$ cat src/rtl/ukcp_pkg.sv
// Package for the UART keyword command parser.
// Holds character codes, register indexes, keyword reset values and shared types.
// No dependencies.
`default_nettype none

package ukcp_pkg;

    localparam int KEY_REGS   = 4;
    localparam int CFG_IDX_W  = 8;

    typedef logic [63:0] t_keyword;

    localparam logic [7:0] CHAR_LF    = 8'h0a;
    localparam logic [7:0] CHAR_SPACE = 8'h20;
    localparam logic [7:0] CHAR_ZERO  = 8'h30;

    localparam logic [CFG_IDX_W-1:0] CFG_KEYWORD_ZERO  = 8'd0;
    localparam logic [CFG_IDX_W-1:0] CFG_KEYWORD_ONE   = 8'd1;
    localparam logic [CFG_IDX_W-1:0] CFG_KEYWORD_TWO   = 8'd2;
    localparam logic [CFG_IDX_W-1:0] CFG_KEYWORD_THREE = 8'd3;

    localparam t_keyword KEYWORD_ZERO_RST  = 64'h0000_006e_6f64_656c;
    localparam t_keyword KEYWORD_ONE_RST   = 64'h0000_6666_6f64_656c;
    localparam t_keyword KEYWORD_TWO_RST   = 64'h0000_0000_0064_636c;
    localparam t_keyword KEYWORD_THREE_RST = 64'h0000_006f_7672_6573;

    typedef struct packed {
        logic       emit;
        logic [1:0] command_index;
        logic [7:0] command_value;
    } t_cmd_result;

endpackage

`default_nettype wire

$ cat src/rtl/ukcp_if.sv
// Channel interfaces for the UART keyword command parser.
// Received bytes, command results and configuration writes; uses ukcp_pkg.
`default_nettype none

interface ukcp_rx_if;
    logic       valid;
    logic       ready;
    logic [7:0] rx_byte;
    modport source (output valid, output rx_byte, input ready);
    modport sink (input valid, input rx_byte, output ready);
endinterface

interface ukcp_cmd_if;
    logic       valid;
    logic       ready;
    logic [1:0] command_index;
    logic [7:0] command_value;
    modport source (output valid, output command_index, output command_value, input ready);
    modport sink (input valid, input command_index, input command_value, output ready);
endinterface

interface ukcp_cfg_if;
    logic                           valid;
    logic                           ready;
    logic [ukcp_pkg::CFG_IDX_W-1:0] index;
    ukcp_pkg::t_keyword             data;
    modport source (output valid, output index, output data, input ready);
    modport sink (input valid, input index, input data, output ready);
endinterface

`default_nettype wire

$ cat src/rtl/uart_keyword_command_parser.sv
// An LF byte is held in the input register; its result is loaded into the output register when the parser steps on it.
// Throughput: one received byte per cycle while the result side keeps up.
// An input register feeds the parser state update; an output register holds each result.
// Reset (synchronous, active low) clears the line state and restores the four keyword
// registers to their default keywords. Top level; uses ukcp_pkg, ukcp_if and ukcp_parser.
`default_nettype none

module uart_keyword_command_parser #(
    parameter int WORD_LIMIT    = 18,
    parameter int KEYWORD_COUNT = 4,
    parameter int KEYWORD_CHARS = 8
) (
    input  wire logic  i_clk,
    input  wire logic  i_rst_n,
    ukcp_rx_if.sink    i_rx,
    ukcp_cfg_if.sink   i_cfg,
    ukcp_cmd_if.source o_cmd
);

    ukcp_pkg::t_keyword r_keyword [ukcp_pkg::KEY_REGS];

    logic       r_in_valid;
    logic [7:0] r_in_byte;
    logic       r_out_valid;
    logic [1:0] r_out_index;
    logic [7:0] r_out_value;

    ukcp_pkg::t_cmd_result w_result;
    logic                  w_advance;

    assign w_advance   = r_in_valid && (!w_result.emit || !r_out_valid || o_cmd.ready);
    assign i_rx.ready  = !r_in_valid || w_advance;
    assign i_cfg.ready = 1'b1;

    assign o_cmd.valid         = r_out_valid;
    assign o_cmd.command_index = r_out_index;
    assign o_cmd.command_value = r_out_value;

    ukcp_parser #(
        .WORD_LIMIT    (WORD_LIMIT),
        .KEYWORD_COUNT (KEYWORD_COUNT),
        .KEYWORD_CHARS (KEYWORD_CHARS)
    ) u_parser (
        .i_clk     (i_clk),
        .i_rst_n   (i_rst_n),
        .i_step    (w_advance),
        .i_byte    (r_in_byte),
        .i_keyword (r_keyword),
        .o_result  (w_result)
    );

    always_ff @(posedge i_clk) begin
        if (!i_rst_n) begin
            r_keyword[0] <= ukcp_pkg::KEYWORD_ZERO_RST;
            r_keyword[1] <= ukcp_pkg::KEYWORD_ONE_RST;
            r_keyword[2] <= ukcp_pkg::KEYWORD_TWO_RST;
            r_keyword[3] <= ukcp_pkg::KEYWORD_THREE_RST;
        end else if (i_cfg.valid) begin
            unique case (i_cfg.index)
                ukcp_pkg::CFG_KEYWORD_ZERO: begin
                    r_keyword[0] <= i_cfg.data;
                end
                ukcp_pkg::CFG_KEYWORD_ONE: begin
                    r_keyword[1] <= i_cfg.data;
                end
                ukcp_pkg::CFG_KEYWORD_TWO: begin
                    r_keyword[2] <= i_cfg.data;
                end
                ukcp_pkg::CFG_KEYWORD_THREE: begin
                    r_keyword[3] <= i_cfg.data;
                end
                default: begin
                end
            endcase
        end
    end

    always_ff @(posedge i_clk) begin
        if (!i_rst_n) begin
            r_in_valid <= 1'b0;
        end else if (i_rx.ready) begin
            r_in_valid <= i_rx.valid;
        end
    end

    always_ff @(posedge i_clk) begin
        if (i_rx.valid && i_rx.ready) begin
            r_in_byte <= i_rx.rx_byte;
        end
    end

    always_ff @(posedge i_clk) begin
        if (!i_rst_n) begin
            r_out_valid <= 1'b0;
        end else if (w_advance && w_result.emit) begin
            r_out_valid <= 1'b1;
        end else if (o_cmd.ready) begin
            r_out_valid <= 1'b0;
        end
    end

    always_ff @(posedge i_clk) begin
        if (w_advance && w_result.emit) begin
            r_out_index <= w_result.command_index;
            r_out_value <= w_result.command_value;
        end
    end

`ifndef SYNTHESIS
    a_result_loaded: assert property (@(posedge i_clk) disable iff (!i_rst_n)
        (w_advance && w_result.emit) |=> r_out_valid)
        else $error("emitted result was not loaded into the output register");

    a_input_captured: assert property (@(posedge i_clk) disable iff (!i_rst_n)
        (i_rx.valid && i_rx.ready) |=> r_in_valid)
        else $error("accepted byte was not captured");
`endif

endmodule

`default_nettype wire

$ cat src/rtl/ukcp_parser.sv
// Line parser state: held byte, keyword match flags, word position and value sum.
// Computes the result for the presented byte and updates state on each step; uses ukcp_pkg.
`default_nettype none

module ukcp_parser #(
    parameter int WORD_LIMIT    = 18,
    parameter int KEYWORD_COUNT = 4,
    parameter int KEYWORD_CHARS = 8
) (
    input  wire logic                  i_clk,
    input  wire logic                  i_rst_n,
    input  wire logic                  i_step,
    input  wire logic [7:0]            i_byte,
    input  wire ukcp_pkg::t_keyword    i_keyword [ukcp_pkg::KEY_REGS],
    output ukcp_pkg::t_cmd_result      o_result
);

    logic [7:0]               r_held_char;
    logic                     r_held_valid;
    logic                     r_after_space;
    logic [4:0]               r_word_pos;
    logic [KEYWORD_COUNT-1:0] r_match_flags;
    logic                     r_too_long;
    logic [7:0]               r_value_sum;

    logic [7:0]               n_held_char;
    logic                     n_held_valid;
    logic                     n_after_space;
    logic [4:0]               n_word_pos;
    logic [KEYWORD_COUNT-1:0] n_match_flags;
    logic                     n_too_long;
    logic [7:0]               n_value_sum;

    logic [7:0] w_key_byte [KEYWORD_COUNT];
    logic [1:0] w_first_match;

    for (genvar g = 0; g < KEYWORD_COUNT; g++) begin : g_key
        if (g < ukcp_pkg::KEY_REGS) begin : g_reg
            assign w_key_byte[g] = i_keyword[g][{r_word_pos[2:0], 3'b000} +: 8];
        end else begin : g_nul
            assign w_key_byte[g] = 8'h00;
        end
    end

    always_comb begin
        w_first_match = 2'd0;
        for (int k = KEYWORD_COUNT - 1; k >= 0; k--) begin
            if (r_match_flags[k]) begin
                w_first_match = 2'(k);
            end
        end
    end

    always_comb begin
        n_held_char   = r_held_char;
        n_held_valid  = r_held_valid;
        n_after_space = r_after_space;
        n_word_pos    = r_word_pos;
        n_match_flags = r_match_flags;
        n_too_long    = r_too_long;
        n_value_sum   = r_value_sum;

        o_result.emit          = 1'b0;
        o_result.command_index = w_first_match;
        o_result.command_value = r_value_sum;

        if (i_byte == ukcp_pkg::CHAR_LF) begin
            o_result.emit = r_after_space && !r_too_long && (|r_match_flags);
            n_held_char   = 8'h00;
            n_held_valid  = 1'b0;
            n_after_space = 1'b0;
            n_word_pos    = 5'd0;
            n_match_flags = '1;
            n_too_long    = 1'b0;
            n_value_sum   = 8'h00;
        end else begin
            if (r_held_valid) begin
                if (r_after_space) begin
                    n_value_sum = {r_value_sum[4:0], 3'b000} + {r_value_sum[6:0], 1'b0}
                                  + r_held_char - ukcp_pkg::CHAR_ZERO;
                end else if (!r_too_long) begin
                    if (r_held_char == ukcp_pkg::CHAR_SPACE) begin
                        n_after_space = 1'b1;
                        if (r_word_pos < 5'(KEYWORD_CHARS)) begin
                            for (int k = 0; k < KEYWORD_COUNT; k++) begin
                                if (w_key_byte[k] != 8'h00) begin
                                    n_match_flags[k] = 1'b0;
                                end
                            end
                        end
                    end else if (r_word_pos >= 5'(WORD_LIMIT)) begin
                        n_too_long = 1'b1;
                    end else begin
                        for (int k = 0; k < KEYWORD_COUNT; k++) begin
                            if (r_word_pos >= 5'(KEYWORD_CHARS)
                                || w_key_byte[k] != r_held_char) begin
                                n_match_flags[k] = 1'b0;
                            end
                        end
                        n_word_pos = r_word_pos + 5'd1;
                    end
                end
            end
            n_held_char  = i_byte;
            n_held_valid = 1'b1;
        end
    end

    always_ff @(posedge i_clk) begin
        if (!i_rst_n) begin
            r_held_char   <= 8'h00;
            r_held_valid  <= 1'b0;
            r_after_space <= 1'b0;
            r_word_pos    <= 5'd0;
            r_match_flags <= '1;
            r_too_long    <= 1'b0;
            r_value_sum   <= 8'h00;
        end else if (i_step) begin
            r_held_char   <= n_held_char;
            r_held_valid  <= n_held_valid;
            r_after_space <= n_after_space;
            r_word_pos    <= n_word_pos;
            r_match_flags <= n_match_flags;
            r_too_long    <= n_too_long;
            r_value_sum   <= n_value_sum;
        end
    end

`ifndef SYNTHESIS
    a_pos_bounded: assert property (@(posedge i_clk) disable iff (!i_rst_n)
        r_word_pos <= 5'(WORD_LIMIT))
        else $error("word position exceeds the word limit");

    a_byte_held: assert property (@(posedge i_clk) disable iff (!i_rst_n)
        (i_step && i_byte != ukcp_pkg::CHAR_LF) |=> r_held_valid)
        else $error("non-LF byte was not held");

    a_line_cleared: assert property (@(posedge i_clk) disable iff (!i_rst_n)
        (i_step && i_byte == ukcp_pkg::CHAR_LF) |=>
            (&r_match_flags) && !r_after_space && !r_held_valid && !r_too_long)
        else $error("line state not cleared after LF");
`endif

endmodule

`default_nettype wire
$ cat src/flat_wrapper.sv
// flat-port wrapper written by rule: the top's interface ports become plain ports
module uart_keyword_command_parser_flat 
#(
    parameter int WORD_LIMIT    = 18,
    parameter int KEYWORD_COUNT = 4,
    parameter int KEYWORD_CHARS = 8
)
  (i_clk, i_rst_n, i_rx_valid, i_rx_rx_byte, i_rx_ready, i_cfg_valid, i_cfg_index, i_cfg_data, i_cfg_ready, o_cmd_valid, o_cmd_command_index, o_cmd_command_value, o_cmd_ready);
  ukcp_rx_if i_rx_i ();
  ukcp_cfg_if i_cfg_i ();
  ukcp_cmd_if o_cmd_i ();
  input  wire logic i_clk;
  input  wire logic i_rst_n;
  input wire logic [$bits(i_rx_i.valid)-1:0] i_rx_valid;
  input wire logic [$bits(i_rx_i.rx_byte)-1:0] i_rx_rx_byte;
  output wire logic [$bits(i_rx_i.ready)-1:0] i_rx_ready;
  input wire logic [$bits(i_cfg_i.valid)-1:0] i_cfg_valid;
  input wire logic [$bits(i_cfg_i.index)-1:0] i_cfg_index;
  input wire logic [$bits(i_cfg_i.data)-1:0] i_cfg_data;
  output wire logic [$bits(i_cfg_i.ready)-1:0] i_cfg_ready;
  output wire logic [$bits(o_cmd_i.valid)-1:0] o_cmd_valid;
  output wire logic [$bits(o_cmd_i.command_index)-1:0] o_cmd_command_index;
  output wire logic [$bits(o_cmd_i.command_value)-1:0] o_cmd_command_value;
  input wire logic [$bits(o_cmd_i.ready)-1:0] o_cmd_ready;
  assign i_rx_i.valid = i_rx_valid;
  assign i_rx_i.rx_byte = i_rx_rx_byte;
  assign i_rx_ready = i_rx_i.ready;
  assign i_cfg_i.valid = i_cfg_valid;
  assign i_cfg_i.index = i_cfg_index;
  assign i_cfg_i.data = i_cfg_data;
  assign i_cfg_ready = i_cfg_i.ready;
  assign o_cmd_valid = o_cmd_i.valid;
  assign o_cmd_command_index = o_cmd_i.command_index;
  assign o_cmd_command_value = o_cmd_i.command_value;
  assign o_cmd_i.ready = o_cmd_ready;
  uart_keyword_command_parser #(.WORD_LIMIT(WORD_LIMIT), .KEYWORD_COUNT(KEYWORD_COUNT), .KEYWORD_CHARS(KEYWORD_CHARS)) u_core (.i_clk(i_clk), .i_rst_n(i_rst_n), .i_rx(i_rx_i), .i_cfg(i_cfg_i), .o_cmd(o_cmd_i));
endmodule
$ cat config.mk
export PLATFORM = sky130hd
export DESIGN_NAME = uart_keyword_command_parser_flat
export DESIGN_NICKNAME = d
export VERILOG_FILES = /design/src/rtl/ukcp_pkg.sv /design/src/rtl/ukcp_if.sv /design/src/rtl/uart_keyword_command_parser.sv /design/src/rtl/ukcp_parser.sv /design/src/flat_wrapper.sv
export SDC_FILE = /design/constraint.sdc
export NUM_CORES = 1
export LEC_CHECK = 0
export BUFFER_PORTS_ARGS = -buffer_cell sky130_fd_sc_hd__buf_2
export CAP_MARGIN = 20
export CORE_MARGIN = 5
export CORE_UTILIZATION = 25
export DETAILED_ROUTE_END_ITERATION = 8
export PLACE_DENSITY = 0.42
export RECOVER_POWER = 25
export SLEW_MARGIN = 5
export SYNTH_ARGS = -nofsm -noshare
export SYNTH_HDL_FRONTEND = slang
export SYNTH_SLANG_ARGS = --single-unit
$ cat constraint.sdc
create_clock -name i_clk -period 7.3 [get_ports i_clk]
set_clock_uncertainty 0.1 [all_clocks]
set_input_delay 1.095 -clock i_clk [delete_from_list [all_inputs] [get_ports i_clk]]
set_output_delay 1.095 -clock i_clk [all_outputs]
set_load 0.1 [all_outputs]
==> metrics.csv <==
metric;value;unit
CP delay by family, top;buffers and inverters;
failing checks;capacitance limit, slew limit;
Synth top cells by count;524 x nand2_1, 286 x dfxtp_1, 180 x a21boi_0, 96 x clkbuf_1, 95 x nand3_1;
Total Nets Final;1732;
Setup Buffers After CTS;0;
crit path buf inv count;2;
post-route insts no fill;2405;
total number of vias;11200;
Synth Area in Adders;0.0188;
number of stages on the worst setup path;7;
Mapped Nets;1695;
cells along the critical path;buf_2 -> nor4b_1 -> and2_0 -> and3_2 -> clkbuf_1 -> nand2_1 -> a21boi_0;
Die H;247;µm
CP peak stage delay;2520;ps
Hold Buf Count CTS;0;
overall routing resource usage;0.153;
DP Wirelength;30.9;mm
Setup violations, final;0;
post-layout power;3690;µW
Mean Syn Cell Area;8.79;µm²
Fin. Hold Viols;0;
Core ar.;55300;µm²
Clock Pin Slew Worst Setup and Hold Paths;60;ps
slowest CP cell;clkbuf_1;
Syn Inst Count;1592;
area share of xor/xnor cells in the synthesized design;0.0144;
first-pass GRT wire length;71.3;mm
Max Slew Vio Count;291;
Primary FF master, synth;dfxtp_1;
largest family of logic cells by synthesized area;simple AND/OR/NAND/NOR gates;
main area contributors after synthesis;dfxtp_1 41%, nand2_1 14%, a21boi_0 9.7%, mux4_2 5.6%, mux2i_1 4.7%;
Routed WL;47.0;mm
Reg-to-Reg End;u_core.u_parser.r_match_flags[3];
crit-path max FO;64;
Max-slew headroom;-1.53;
critical path type;in2reg;
smallest setup slack after layout;2610;ps
r2r startpoint;u_core.u_parser.r_word_pos[0];
reg2reg path depth;7;
Final Critical Period;4690;ps
PostCTS Resize Cnt;0;
Inst Count DP;2337;
VDD IR-drop max;146;µV
routability cong.;0.808;
final worst path period share;0.643;
Worst Path Required;7690;ps
Pre-antenna DRT Iters;5;
die area;60800;µm²
share of cells above drive strength 1;0.126;
RSZ-0062 raised after global routing;false;
Yosys top cell by area;dfxtp_1;
CTS Buffer Depth;3;
Post-synth ARST share;0;
Worst Hold End;u_core.o_cmd.command_value[7];
number of distinct library cells after synthesis;56;
R2R Setup Slk;3920;ps
WP data arrival;5080;ps
routed len/inst;19.6;µm
leakage;0.00574;µW
Routed Antenna Nets;0;
die boundary width;247;µm
DRC;0;
Synth Area in Compound Gates;0.139;
DR vias/cell;4.66;
largest net degree at the start of global routing;116;
Iteration-0 DRC Markers;614;
Seq cells post-synth;304;
Worst Hold Class;reg2reg;
Post-synth EDFFs;18;
row cnt;86;
yosys warns;0;
Startpoint Class;input pin;
post-route cell area;16300;µm²
overflow left after global routing;0;
clock tree sinks;304;
Slew @ Worst Pin;3800;ps
sequential area share after synthesis;0.448;
mapped cell area;14000;µm²
hold path startpoint;u_core.u_parser.r_value_sum[7];
hold path cells;0;
Initial Util;0.253;
worst-skew pair later-pin latency;560;ps
max-cap violations;4;
CTS tree;built;
CTS buffer count;38;
outcome;finished with violations;
Power Dens Cells;227;nW/µm²
simple-gate portion of the synthesized area;0.225;
setup TNS;0;ps
dpl ws;3820;ps
crit path capture type;flip-flop;
Max Clk Rate;213;MHz
post-synthesis mux area share;0.116;
count leader, synth;nand2_1;
share of the synthesized area in the top cell type;0.409;
Ports;98;
port buffer count;96;
vias in the first global route;11000;
H-tree Lvls;2;
area growth from synthesis to layout;16.5;%
CTS Root Cell;clkbuf_16;
initial antenna violation count;2;
placed inst area;15100;µm²
per-layer routing:
layer / global-route usage / part of all wire
met2: 0.242 / 0.45
met4: 0.0428 / 0.021
met3: 0.0271 / 0.044
met5: 0 / 0
met1: 0.215 / 0.48
cell type report:
type | instances | area, µm²
Antenna cell | 2 | 5.00
Clock buffer | 58 | 1140
Clock inverter | 8 | 72.6
Fill cell | 5905 | 39000
Inverter | 18 | 67.6
Multi-Input combinational cell | 1153 | 7200
Sequential cell | 304 | 6270
Tap cell | 748 | 936
Timing Repair Buffer | 114 | 606
where the power goes:
group | internal (µW) | total, µW | leakage (µW) | switching, µW
clock network | 1080 | 1820 | 0.000595 | 746
logic | 65.1 | 170 | 0.00266 | 104
registers | 1680 | 1700 | 0.00249 | 17.1
sequential cells by signal, indices dropped and copies added (netlist names), 2 cells and up:
register	flops
u_core.o_cmd.command_index	2
u_core.o_cmd.command_value	8
u_core.r_in_byte	8
u_core.r_keyword	256
u_core.u_parser.r_held_char	8
u_core.u_parser.r_match_flags	4
u_core.u_parser.r_value_sum	8
u_core.u_parser.r_word_pos	5
metrics by stage:
step           utilization  hold slack (ps)
5_1_grt              0.295              371
6_report             0.295              352
3_5_place_dp         0.273              342
3_3_place_gp         0.273              341
4_1_cts              0.295              361
2_1_floorplan            -              309
cell families (layout without fill, tap and decap cells):
| group | Yosys count | in the layout |
|---|---|---|
| flops | 304 | 304 |
| fa+ha+maj | 18 | 18 |
| xor+xnor | 23 | 23 |
| buf+inv | 135 | 198 |
| other cells | 1 | 3 |
| compound gates | 264 | 264 |
| mux | 108 | 108 |
| simple gates | 739 | 739 |
cells in the final DEF (no fill, tap or decap), types with 14 or more instances in the layout:
cell       instances
a21boi_0         180
a21oi_1           14
a22oi_1           19
buf_2             84
clkbuf_1          24
clkbuf_16         38
dfxtp_1          283
edfxtp_1          18
inv_1             17
mux2i_1           66
mux4_2            35
nand2_1          523
nand3_1           94
nor2_1            26
nor2b_1           28
nor3_1            14
worst max-delay path by stage:
stage	start	endpoint	slack [ps]
after floorplan	o_cmd_ready	i_rx_ready	4280
after global placement	u_core.u_parser.r_word_pos[2]	u_core.u_parser.r_match_flags[1]	3600
after detailed placement	u_core.r_in_byte[4]	i_rx_ready	3820
after CTS	u_core.r_in_byte[4]	i_rx_ready	3210
after global routing	i_cfg_index[4]	u_core.r_keyword[42]	2150
final	i_cfg_index[4]	u_core.r_keyword[40]	2610
(Power assumes the default switching activity.)
